File: src/design/nps_pkg.sv
// ----------------------------------------------------------------------------
// nps_pkg
// Shared constants and controller/datapath interface types for the
// next prime search block.
// ----------------------------------------------------------------------------
package nps_pkg;

  localparam int VALUE_WIDTH_DEFAULT = 16;
  localparam int FIELD_WIDTH         = 16;

  typedef struct packed {
    logic load;
    logic start_div;
    logic div_step;
    logic next_div;
    logic next_cand;
    logic load_out;
    logic out_ovf;
  } cmd_t;

  typedef struct packed {
    logic sq_gt;
    logic div_last;
    logic rem_zero;
    logic cand_max;
  } status_t;

endpackage

File: src/design/nps_ctrl.sv
// ----------------------------------------------------------------------------
// nps_ctrl
// Sequencer for the prime search: walks candidates and trial divisors and
// drives the handshakes of both channels.
// ----------------------------------------------------------------------------
module nps_ctrl (
  input  logic            clk,
  input  logic            rst,
  input  logic            in_valid,
  output logic            in_stall,
  output logic            out_valid,
  input  logic            out_stall,
  input  nps_pkg::status_t status,
  output nps_pkg::cmd_t   cmd
);

  localparam logic [2:0] S_IDLE  = 3'd0;
  localparam logic [2:0] S_TEST  = 3'd1;
  localparam logic [2:0] S_DIV   = 3'd2;
  localparam logic [2:0] S_CHECK = 3'd3;
  localparam logic [2:0] S_DONE  = 3'd4;

  logic [2:0] state;
  logic [2:0] state_next;
  logic       ovf_flag;
  logic       ovf_flag_next;
  logic       out_free;

  assign in_stall = rst || (state != S_IDLE);
  assign out_free = !out_valid || !out_stall;

  always_comb begin
    state_next    = state;
    ovf_flag_next = ovf_flag;
    cmd           = '0;
    cmd.out_ovf   = ovf_flag;
    case (state)
      S_IDLE: begin
        if (in_valid) begin
          cmd.load   = 1'b1;
          state_next = S_TEST;
        end
      end
      S_TEST: begin
        if (status.sq_gt) begin
          ovf_flag_next = 1'b0;
          state_next    = S_DONE;
        end else begin
          cmd.start_div = 1'b1;
          state_next    = S_DIV;
        end
      end
      S_DIV: begin
        cmd.div_step = 1'b1;
        if (status.div_last) begin
          state_next = S_CHECK;
        end
      end
      S_CHECK: begin
        if (!status.rem_zero) begin
          cmd.next_div = 1'b1;
          state_next   = S_TEST;
        end else if (status.cand_max) begin
          ovf_flag_next = 1'b1;
          state_next    = S_DONE;
        end else begin
          cmd.next_cand = 1'b1;
          state_next    = S_TEST;
        end
      end
      S_DONE: begin
        if (out_free) begin
          cmd.load_out = 1'b1;
          state_next   = S_IDLE;
        end
      end
      default: begin
        state_next = S_IDLE;
      end
    endcase
  end

  always_ff @(posedge clk) begin
    if (rst) begin
      state     <= S_IDLE;
      ovf_flag  <= 1'b0;
      out_valid <= 1'b0;
    end else begin
      state    <= state_next;
      ovf_flag <= ovf_flag_next;
      if (cmd.load_out) begin
        out_valid <= 1'b1;
      end else if (!out_stall) begin
        out_valid <= 1'b0;
      end
    end
  end

endmodule

File: src/design/nps_datapath.sv
// ----------------------------------------------------------------------------
// nps_datapath
// Candidate, divisor and running square registers, a one-bit-per-cycle
// restoring remainder unit, and the result register.
// ----------------------------------------------------------------------------
module nps_datapath #(
  parameter int VALUE_WIDTH = nps_pkg::VALUE_WIDTH_DEFAULT
) (
  input  logic                            clk,
  input  nps_pkg::cmd_t                   cmd,
  output nps_pkg::status_t                status,
  input  logic [nps_pkg::FIELD_WIDTH-1:0] start_value,
  output logic [nps_pkg::FIELD_WIDTH-1:0] prime_found,
  output logic                            overflow
);

  localparam int FW  = nps_pkg::FIELD_WIDTH;
  localparam int W   = VALUE_WIDTH;
  localparam int DW  = (W + 1) / 2 + 1;
  localparam int SQW = 2 * DW;
  localparam int BW  = (W > 1) ? $clog2(W) : 1;

  logic [W-1:0]      cand;
  logic [DW-1:0]     div;
  logic [SQW-1:0]    sq;
  logic [DW-1:0]     rem;
  logic [BW-1:0]     bit_idx;

  logic [W+FW-1:0]   in_ext;
  logic [W-1:0]      in_w;
  logic [W-1:0]      start_w;
  logic [DW:0]       trial;
  logic [DW:0]       diff;
  logic              ge;
  logic [SQW-1:0]    cand_ext;
  logic [W+FW-1:0]   out_ext;

  assign in_ext   = {{W{1'b0}}, start_value};
  assign in_w     = in_ext[W-1:0];
  assign start_w  = (in_w < W'(2)) ? W'(2) : in_w;

  assign trial    = {rem, cand[bit_idx]};
  assign diff     = trial - {1'b0, div};
  assign ge       = (trial >= {1'b0, div});

  assign cand_ext = SQW'(cand);
  assign out_ext  = {{FW{1'b0}}, cand};

  assign status.sq_gt    = (sq > cand_ext);
  assign status.div_last = (bit_idx == '0);
  assign status.rem_zero = (rem == '0);
  assign status.cand_max = &cand;

  always_ff @(posedge clk) begin
    if (cmd.load) begin
      cand <= start_w;
      div  <= DW'(2);
      sq   <= SQW'(4);
    end else if (cmd.next_cand) begin
      cand <= cand + W'(1);
      div  <= DW'(2);
      sq   <= SQW'(4);
    end else if (cmd.next_div) begin
      div  <= div + DW'(1);
      sq   <= sq + SQW'({div, 1'b1});
    end
    if (cmd.start_div) begin
      rem     <= '0;
      bit_idx <= BW'(W - 1);
    end else if (cmd.div_step) begin
      rem     <= ge ? diff[DW-1:0] : trial[DW-1:0];
      bit_idx <= bit_idx - BW'(1);
    end
    if (cmd.load_out) begin
      prime_found <= cmd.out_ovf ? '0 : out_ext[FW-1:0];
      overflow    <= cmd.out_ovf;
    end
  end

endmodule

File: src/design/next_prime_search.sv
// ----------------------------------------------------------------------------
// next_prime_search
// Returns the smallest prime at or above start_value, found by trial
// division of successive candidates; flags overflow when none fits.
//
//   channel  signals                          direction
//   in       in_valid, in_stall, start_value  beat into the block
//   out      out_valid, out_stall,            beat out of the block
//            prime_found, overflow
//
// One item at a time. Each trial divisor passes a square test, one
// remainder bit per cycle in the bit-serial remainder unit, and a check.
// A result waits in the output register while the next beat is accepted.
// rst is synchronous, stalls the input and clears only control state;
// no clearing pass is needed.
// ----------------------------------------------------------------------------
module next_prime_search #(
  parameter int VALUE_WIDTH = nps_pkg::VALUE_WIDTH_DEFAULT
) (
  input  logic                            clk,
  input  logic                            rst,
  input  logic                            in_valid,
  output logic                            in_stall,
  input  logic [nps_pkg::FIELD_WIDTH-1:0] start_value,
  output logic                            out_valid,
  input  logic                            out_stall,
  output logic [nps_pkg::FIELD_WIDTH-1:0] prime_found,
  output logic                            overflow
);

  nps_pkg::cmd_t    cmd;
  nps_pkg::status_t status;

  nps_ctrl u_ctrl (
    .clk       (clk),
    .rst       (rst),
    .in_valid  (in_valid),
    .in_stall  (in_stall),
    .out_valid (out_valid),
    .out_stall (out_stall),
    .status    (status),
    .cmd       (cmd)
  );

  nps_datapath #(
    .VALUE_WIDTH (VALUE_WIDTH)
  ) u_datapath (
    .clk         (clk),
    .cmd         (cmd),
    .status      (status),
    .start_value (start_value),
    .prime_found (prime_found),
    .overflow    (overflow)
  );

endmodule

File: config.mk
export PLATFORM = sky130hd
export DESIGN_NAME = next_prime_search
export DESIGN_NICKNAME = d
export VERILOG_FILES = /design/src/design/nps_pkg.sv /design/src/design/nps_ctrl.sv /design/src/design/nps_datapath.sv /design/src/design/next_prime_search.sv
export SDC_FILE = /design/constraint.sdc
export NUM_CORES = 1
export LEC_CHECK = 0
export BUFFER_PORTS_ARGS = -buffer_cell sky130_fd_sc_hd__buf_2
export CAP_MARGIN = 20
export CORE_MARGIN = 2
export CORE_UTILIZATION = 40
export DETAILED_ROUTE_END_ITERATION = 8
export PLACE_DENSITY = 0.54
export SYNTH_ARGS = -nofsm -noshare
export SYNTH_HDL_FRONTEND = slang
export SYNTH_SLANG_ARGS = --single-unit
File: constraint.sdc
create_clock -name clk -period 7.5 [get_ports clk]
set_clock_uncertainty 0.15 [all_clocks]
set_input_delay 0.375 -clock clk [delete_from_list [all_inputs] [get_ports clk]]
set_output_delay 0.375 -clock clk [all_outputs]
set_load 0.005 [all_outputs]
# After elaboration in Yosys (flattened, before gate mapping)
# Cells that the tools add are included.
# classes
add_sub_neg	5
mul	0
n_div	0
n_lt_le_gt_ge	4
eq_ne	11
shifts	0
n_mux	30
n_bitwise	0
n_reduce_logical	14
# op_table
operator	n
16-bit 2-to-1 mux	3
18-bit by 10-bit adder with 18-bit output	1
18-bit by 16-bit > comparator with 1-bit output	1
3-bit 2-to-1 mux	6
16-bit by 1-bit adder with 16-bit output, second input constant	1
16-bit by 2-bit < comparator with 1-bit output, second input constant	1
1-bit 2-to-1 mux	16
16-bit AND reduction	1
3-bit case mux with 5 select lines	1
10-bit by 9-bit greater-or-equal comparator with 1-bit output	1
9-bit by 1-bit adder with 9-bit output, second input constant	1
9-bit logical NOT	1
9-bit 2-to-1 mux	1
9-bit subtractor	1
2-bit != test, second input constant	4
3-bit by 2-bit equality test with 1-bit output, second input constant	2
2-bit by 1-bit != test with 1-bit output, second input constant	3
4-bit by 5-bit < comparator with 1-bit output, second input constant	1
1-bit binary-select mux with 4-bit select	1
4-bit logical NOT	1
4-bit AND reduction	1
2-bit nonzero test	2
4-bit by 1-bit subtractor with 4-bit output, second input constant	1
3-bit by 1-bit equality test with 1-bit output, second input constant	1
9 further kinds	11
# word_totals
reg_bits	78
latchBits	0
ramBits	0
romBits	0
inputBits	20
out_inout_bits	19
word_cells	74
n_memories	0

# Logic depth before layout (Yosys ltp)
# logic_depth
word_depth	6
ltp_mapped	13
depth_no_buf	12

# Modules after synthesis
# Synthesis repeated with hierarchy kept, for this count alone.
# unflattened
hier_cells	524
area_unflattened_um2	4833.4
# by_module_without_submodules
module	n_inst	cells_per_inst	area_per_inst_um2	seq_area_each_um2
nps_datapath	1	488	4534.3	1791.7
nps_ctrl	1	36	299.0	100.1

# Worst setup path after synthesis
# OpenSTA, ideal clock, no wires.
# synth_path
kind	reg2reg
startpoint	reg u_datapath.bit_idx[0]
endpoint	reg u_datapath.rem[7]
setup_ps	79
arrival_time_ps	3337
required_ps	7271
setup_slack_ps	3934
stages_incl_launch_ff	14
path_buffers	1
period_less_slack_ps	3566
cell_sequence	dfxtp_1 -> clkbuf_1 -> mux4_2 -> mux4_2 -> inv_1 -> ha_1 -> inv_1 -> fa_1 -> nor2_1 -> a211oi_1 -> o211ai_1 -> nand3_1 -> or2_2 -> o211ai_1
# synth_via
elab_chain_len	4
word_cells_on_any_way	5
cone_classes	add/sub: 1; order compare: 1; mux: 3
# synth_rtl
item	line	source
from (decl)	nps_datapath.sv:27	logic [BW-1:0] bit_idx;
from (signal assigned)	nps_datapath.sv:69	bit_idx <= BW'(W - 1);
from (signal assigned)	nps_datapath.sv:72	bit_idx <= bit_idx - BW'(1);
1-bit binary-select mux with 4-bit select *	nps_datapath.sv:42	assign trial = {rem, cand[bit_idx]};
1-bit 2-to-1 mux (implied by the code) *	nps_datapath.sv:42	
9-bit subtractor or 10-bit by 9-bit greater-or-equal comparator with 1-bit output (tied branches)	nps_datapath.sv:43, nps_datapath.sv:44	
9-bit 2-to-1 mux *	nps_datapath.sv:71	rem <= ge ? diff[DW-1:0] : trial[DW-1:0];
to (signal assigned)	nps_datapath.sv:71	
to (decl)	nps_datapath.sv:26	logic [DW-1:0] rem;
# Mark *: on every way between the ends. The rest lies on a longest branch, timed or not. The select of a mux whose other input is x is not followed.
# A chain may end at the register's enable or synchronous reset.

# Worst setup path in the final report
# Same ends and word-level chain as after synthesis.

==> flow_summary_export.csv <==
group,metric,value,unit
finish,n_antenna_cell,0,
detailed_routing,wl_per_cell,16.83,microns
die,io_pins,39,
yosys,synth_area,4852,sq um
yosys,synth_cells,534,
worst_setup_path,critPathLaunch,"u_datapath.bit_idx[0]",
die,rows,40,
timing,setup_violations,0,
clocking,clockBufferDepth,2,
timing,rsz0062_at_grt,"false",
detailed_routing,via_per_inst,5.561,
timing,fin_crit_sh,0.5175,
worst_setup_path,regToRegEndpoint,"u_datapath.rem[7]",
global_route,overflow,0,
clocking,cts_root_buffer,"clkbuf_16",
timing,worst_pin_slew,1.070,ns
timing,timing.hold.ws,0.1565,ns
detailed_routing,routed_wl,12100,microns
timing,min_period,3.882,ns
power,p_per_area,306.8,nW/um^2
yosys,syn_avg_cell_area,9.086,sq um
power,static-leakage-power,2.151,nW
power,irDropWorstVdd,222.0,uV
placement,port_buffers,38,
placement,dp_hpwl,9191,microns
yosys,ys.flop_type,"dfxtp_1",
clocking,post-cts-setup-buffer-count,0,
worst_setup_path,reg2reg_depth,12,
yosys,syn_nets,593,
worst_setup_path,crit_type,"flop to flop",
clocking,clkLatencyLatePin,0.34,ns
clocking,cts-resized-gates,0,
timing,maxSlewViolCount,0,
clocking,cts-buffers-inserted,9,
run_status,status,"finished clean",
yosys,yosysWarnings,0,
finish,layout_common_cells,"nand2_1, nor2_1, dfxtp_1",
yosys,synth_edf_count,33,
detailed_routing,dr.first_iter.drc_count,269,
global_route,grt_pass1_vias,3814,
yosys,ys_seq_area_frac,0.3899,
worst_setup_path,rr_startpoint,"u_datapath.bit_idx[0]",
timing,maxSlewHeadroom,0.2866,
detailed_routing,postRouteAntennaNets,0,
worst_setup_path,crit_fanout,9,
worst_setup_path,r2r_setup_slack,3.62,ns
run,maxCapViolCount,0,
detailed_routing,drt_first_pass_iters,4,
detailed_routing,num_vias,3998,
placement,routabilityCongestion,0.8872,
worst_setup_path,required,7.61,ns
min_path,hold_class,"primary input to flop",
die,die-width,114.1,microns
die,design.core.area,11910,sq um
finish,layout.nets,626,
clocking,clk_pin_slew,0.06,ns
worst_setup_path,crit_path_end,"u_datapath.rem[7]",
timing,fmax,0.2576,GHz
clocking,cts_tree,"done",
global_route,grt_max_degree,35,
clocking,cts_hold_buf,0,
worst_setup_path,cp.arrival,4.00,ns
clocking,clock_sinks,78,
yosys,ys_types,61,
finish,areaGrowthSynthToFinish,12.33,%
detailed_routing,route.detailed.drc,0,
yosys,ys_seq_elements,78,
timing,tns,0,ns
global_route,antenna_found_initial,0,
global_route,grtUsageTotal,0.1955,
worst_setup_path,startpoint_type,"flop",
die,start_util,0.4074,
yosys,synthArstFlopShare,0,
worst_setup_path,setup.worst_path.end_class,"flop",
die,die_h,114.1,microns
clocking,htree_levels,3,
timing,hold_viol,0,
finish,drive_gt1_frac,0.1294,
global_route,grt_pass1_wl,19700,microns
finish,final_common_cell,"nand2_1",
die,die_area,13030,sq um
==> registers in the layout, summed over array words and instances (netlist names) <==
name and cells:
u_ctrl.out_valid 1, u_datapath.bit_idx 4, u_ctrl.ovf_flag 1, u_datapath.div 9, u_ctrl.state 3, u_datapath.overflow 1, u_datapath.cand 16, u_datapath.rem 9
u_datapath.prime_found 16, u_datapath.sq 18
==> cells in the mapped netlist, types with 2 or more instances <==
cell type	instances	area (sq um)
nand2_1	56	210.2
nor2_1	51	191.4
dfxtp_1	45	900.9
ha_1	37	462.9
inv_1	35	131.4
edfxtp_1	33	991.0
o21ai_0	33	165.2
xnor2_1	29	254.0
a21oi_1	28	140.1
nor3_1	15	75.07
clkbuf_1	14	52.55
mux2i_1	14	140.1
nand4_1	13	81.33
nor4_1	11	68.82
nand3_1	10	50.05
or3_1	8	50.05
a211oi_1	7	52.55
o22ai_1	7	43.79
nor2b_1	6	37.54
o211ai_1	6	45.04
mux4_2	5	112.6
buf_2	4	20.02
nand2b_1	4	25.02
o21bai_1	4	30.03
or2_2	4	25.02
nand3b_1	3	22.52
o21a_1	3	22.52
a2111oi_0	2	17.52
a21o_1	2	15.01
a31oi_1	2	12.51
and2_1	2	12.51
fa_1	2	40.04
nand4bb_1	2	22.52
nor3b_1	2	15.01
o22a_1	2	17.52
o2bb2ai_1	2	17.52
o311ai_0	2	17.52
o31ai_1	2	15.01
o41ai_1	2	17.52
or3b_2	2	17.52
or4_1	2	15.01
xor2_1	2	17.52
==> final cells by class <==
class	count	area, sq um
timing repair buffer	40	205.2
fill	1188	6461
inverter	36	135.1
tap	147	183.9
clock inverter	5	26.28
clock buffer	11	242.7
multi-input combinational	402	2765
sequential	78	1892
==> worst max-delay path, stage by stage (launching register included) <==
cell	delay [ns]
dfxtp_1	0.50
mux4_2	0.54
mux4_2	0.51
inv_1	0.10
ha_1	0.17
inv_1	0.06
fa_1	0.42
nor2_1	0.14
a211oi_1	0.09
o211ai_1	0.17
nand3_1	0.42
or2_2	0.45
o211ai_1	0.08
==> cells by family (layout without fill, tap and decap cells) <==
kind of cell    Yosys count  count (layout)  synth area share
flops                    78              78            0.3899
simple gates            199             199            0.2065
buf+inv                  54              92           0.04281
fa+ha+maj                39              39            0.1037
xor+xnor                 31              31           0.05596
compound gates          114             114            0.1490
mux                      19              19           0.05209
==> power by group <==
group          switching (mW)  internal, mW  leakage (nW)  total (mW)
clock                   0.171         0.230         0.133       0.401
sequential             0.0809         0.508         0.672       0.589
combinational           0.374         0.309          1.35       0.683
total                   0.625          1.05          2.15        1.67
==> how the worst min path moves through the flow <==
| stage | from | end | cells after the start |
|---|---|---|---|
| final | rst | u_ctrl.state[2] | 2 |
| after global routing | rst | u_ctrl.state[2] | 2 |
| after CTS | rst | u_ctrl.state[2] | 2 |
| after detailed placement | u_datapath.sq[17] | u_datapath.sq[17] | 1 |
| after global placement | u_datapath.sq[17] | u_datapath.sq[17] | 1 |
| after floorplan | u_ctrl.ovf_flag | u_datapath.overflow | 0 |
==> per-layer routing <==
layer,track usage,up-vias,part of all wire
met2,0.3190,76,0.47
met5,0,-,0
met4,0.07561,0,0.022
met3,0.04076,20,0.036
met1,0.2550,1889,0.47
li1,-,2013,-
==> through the flow <==
stage	total power, mW	cell area (sq um)	utilization	worst slack (ns)	std cells
finish	1.672	5450	0.4576	3.618	719
CTS	1.680	5443	0.4569	3.613	718
global placement	1.256	5174	0.4343	3.754	702
floorplan	1.119	4852	-	3.934	534
global route	1.801	5450	0.4576	3.318	719
detailed placement	1.276	5174	0.4343	3.639	702
Note: power is estimated with default switching activity, not from simulation.
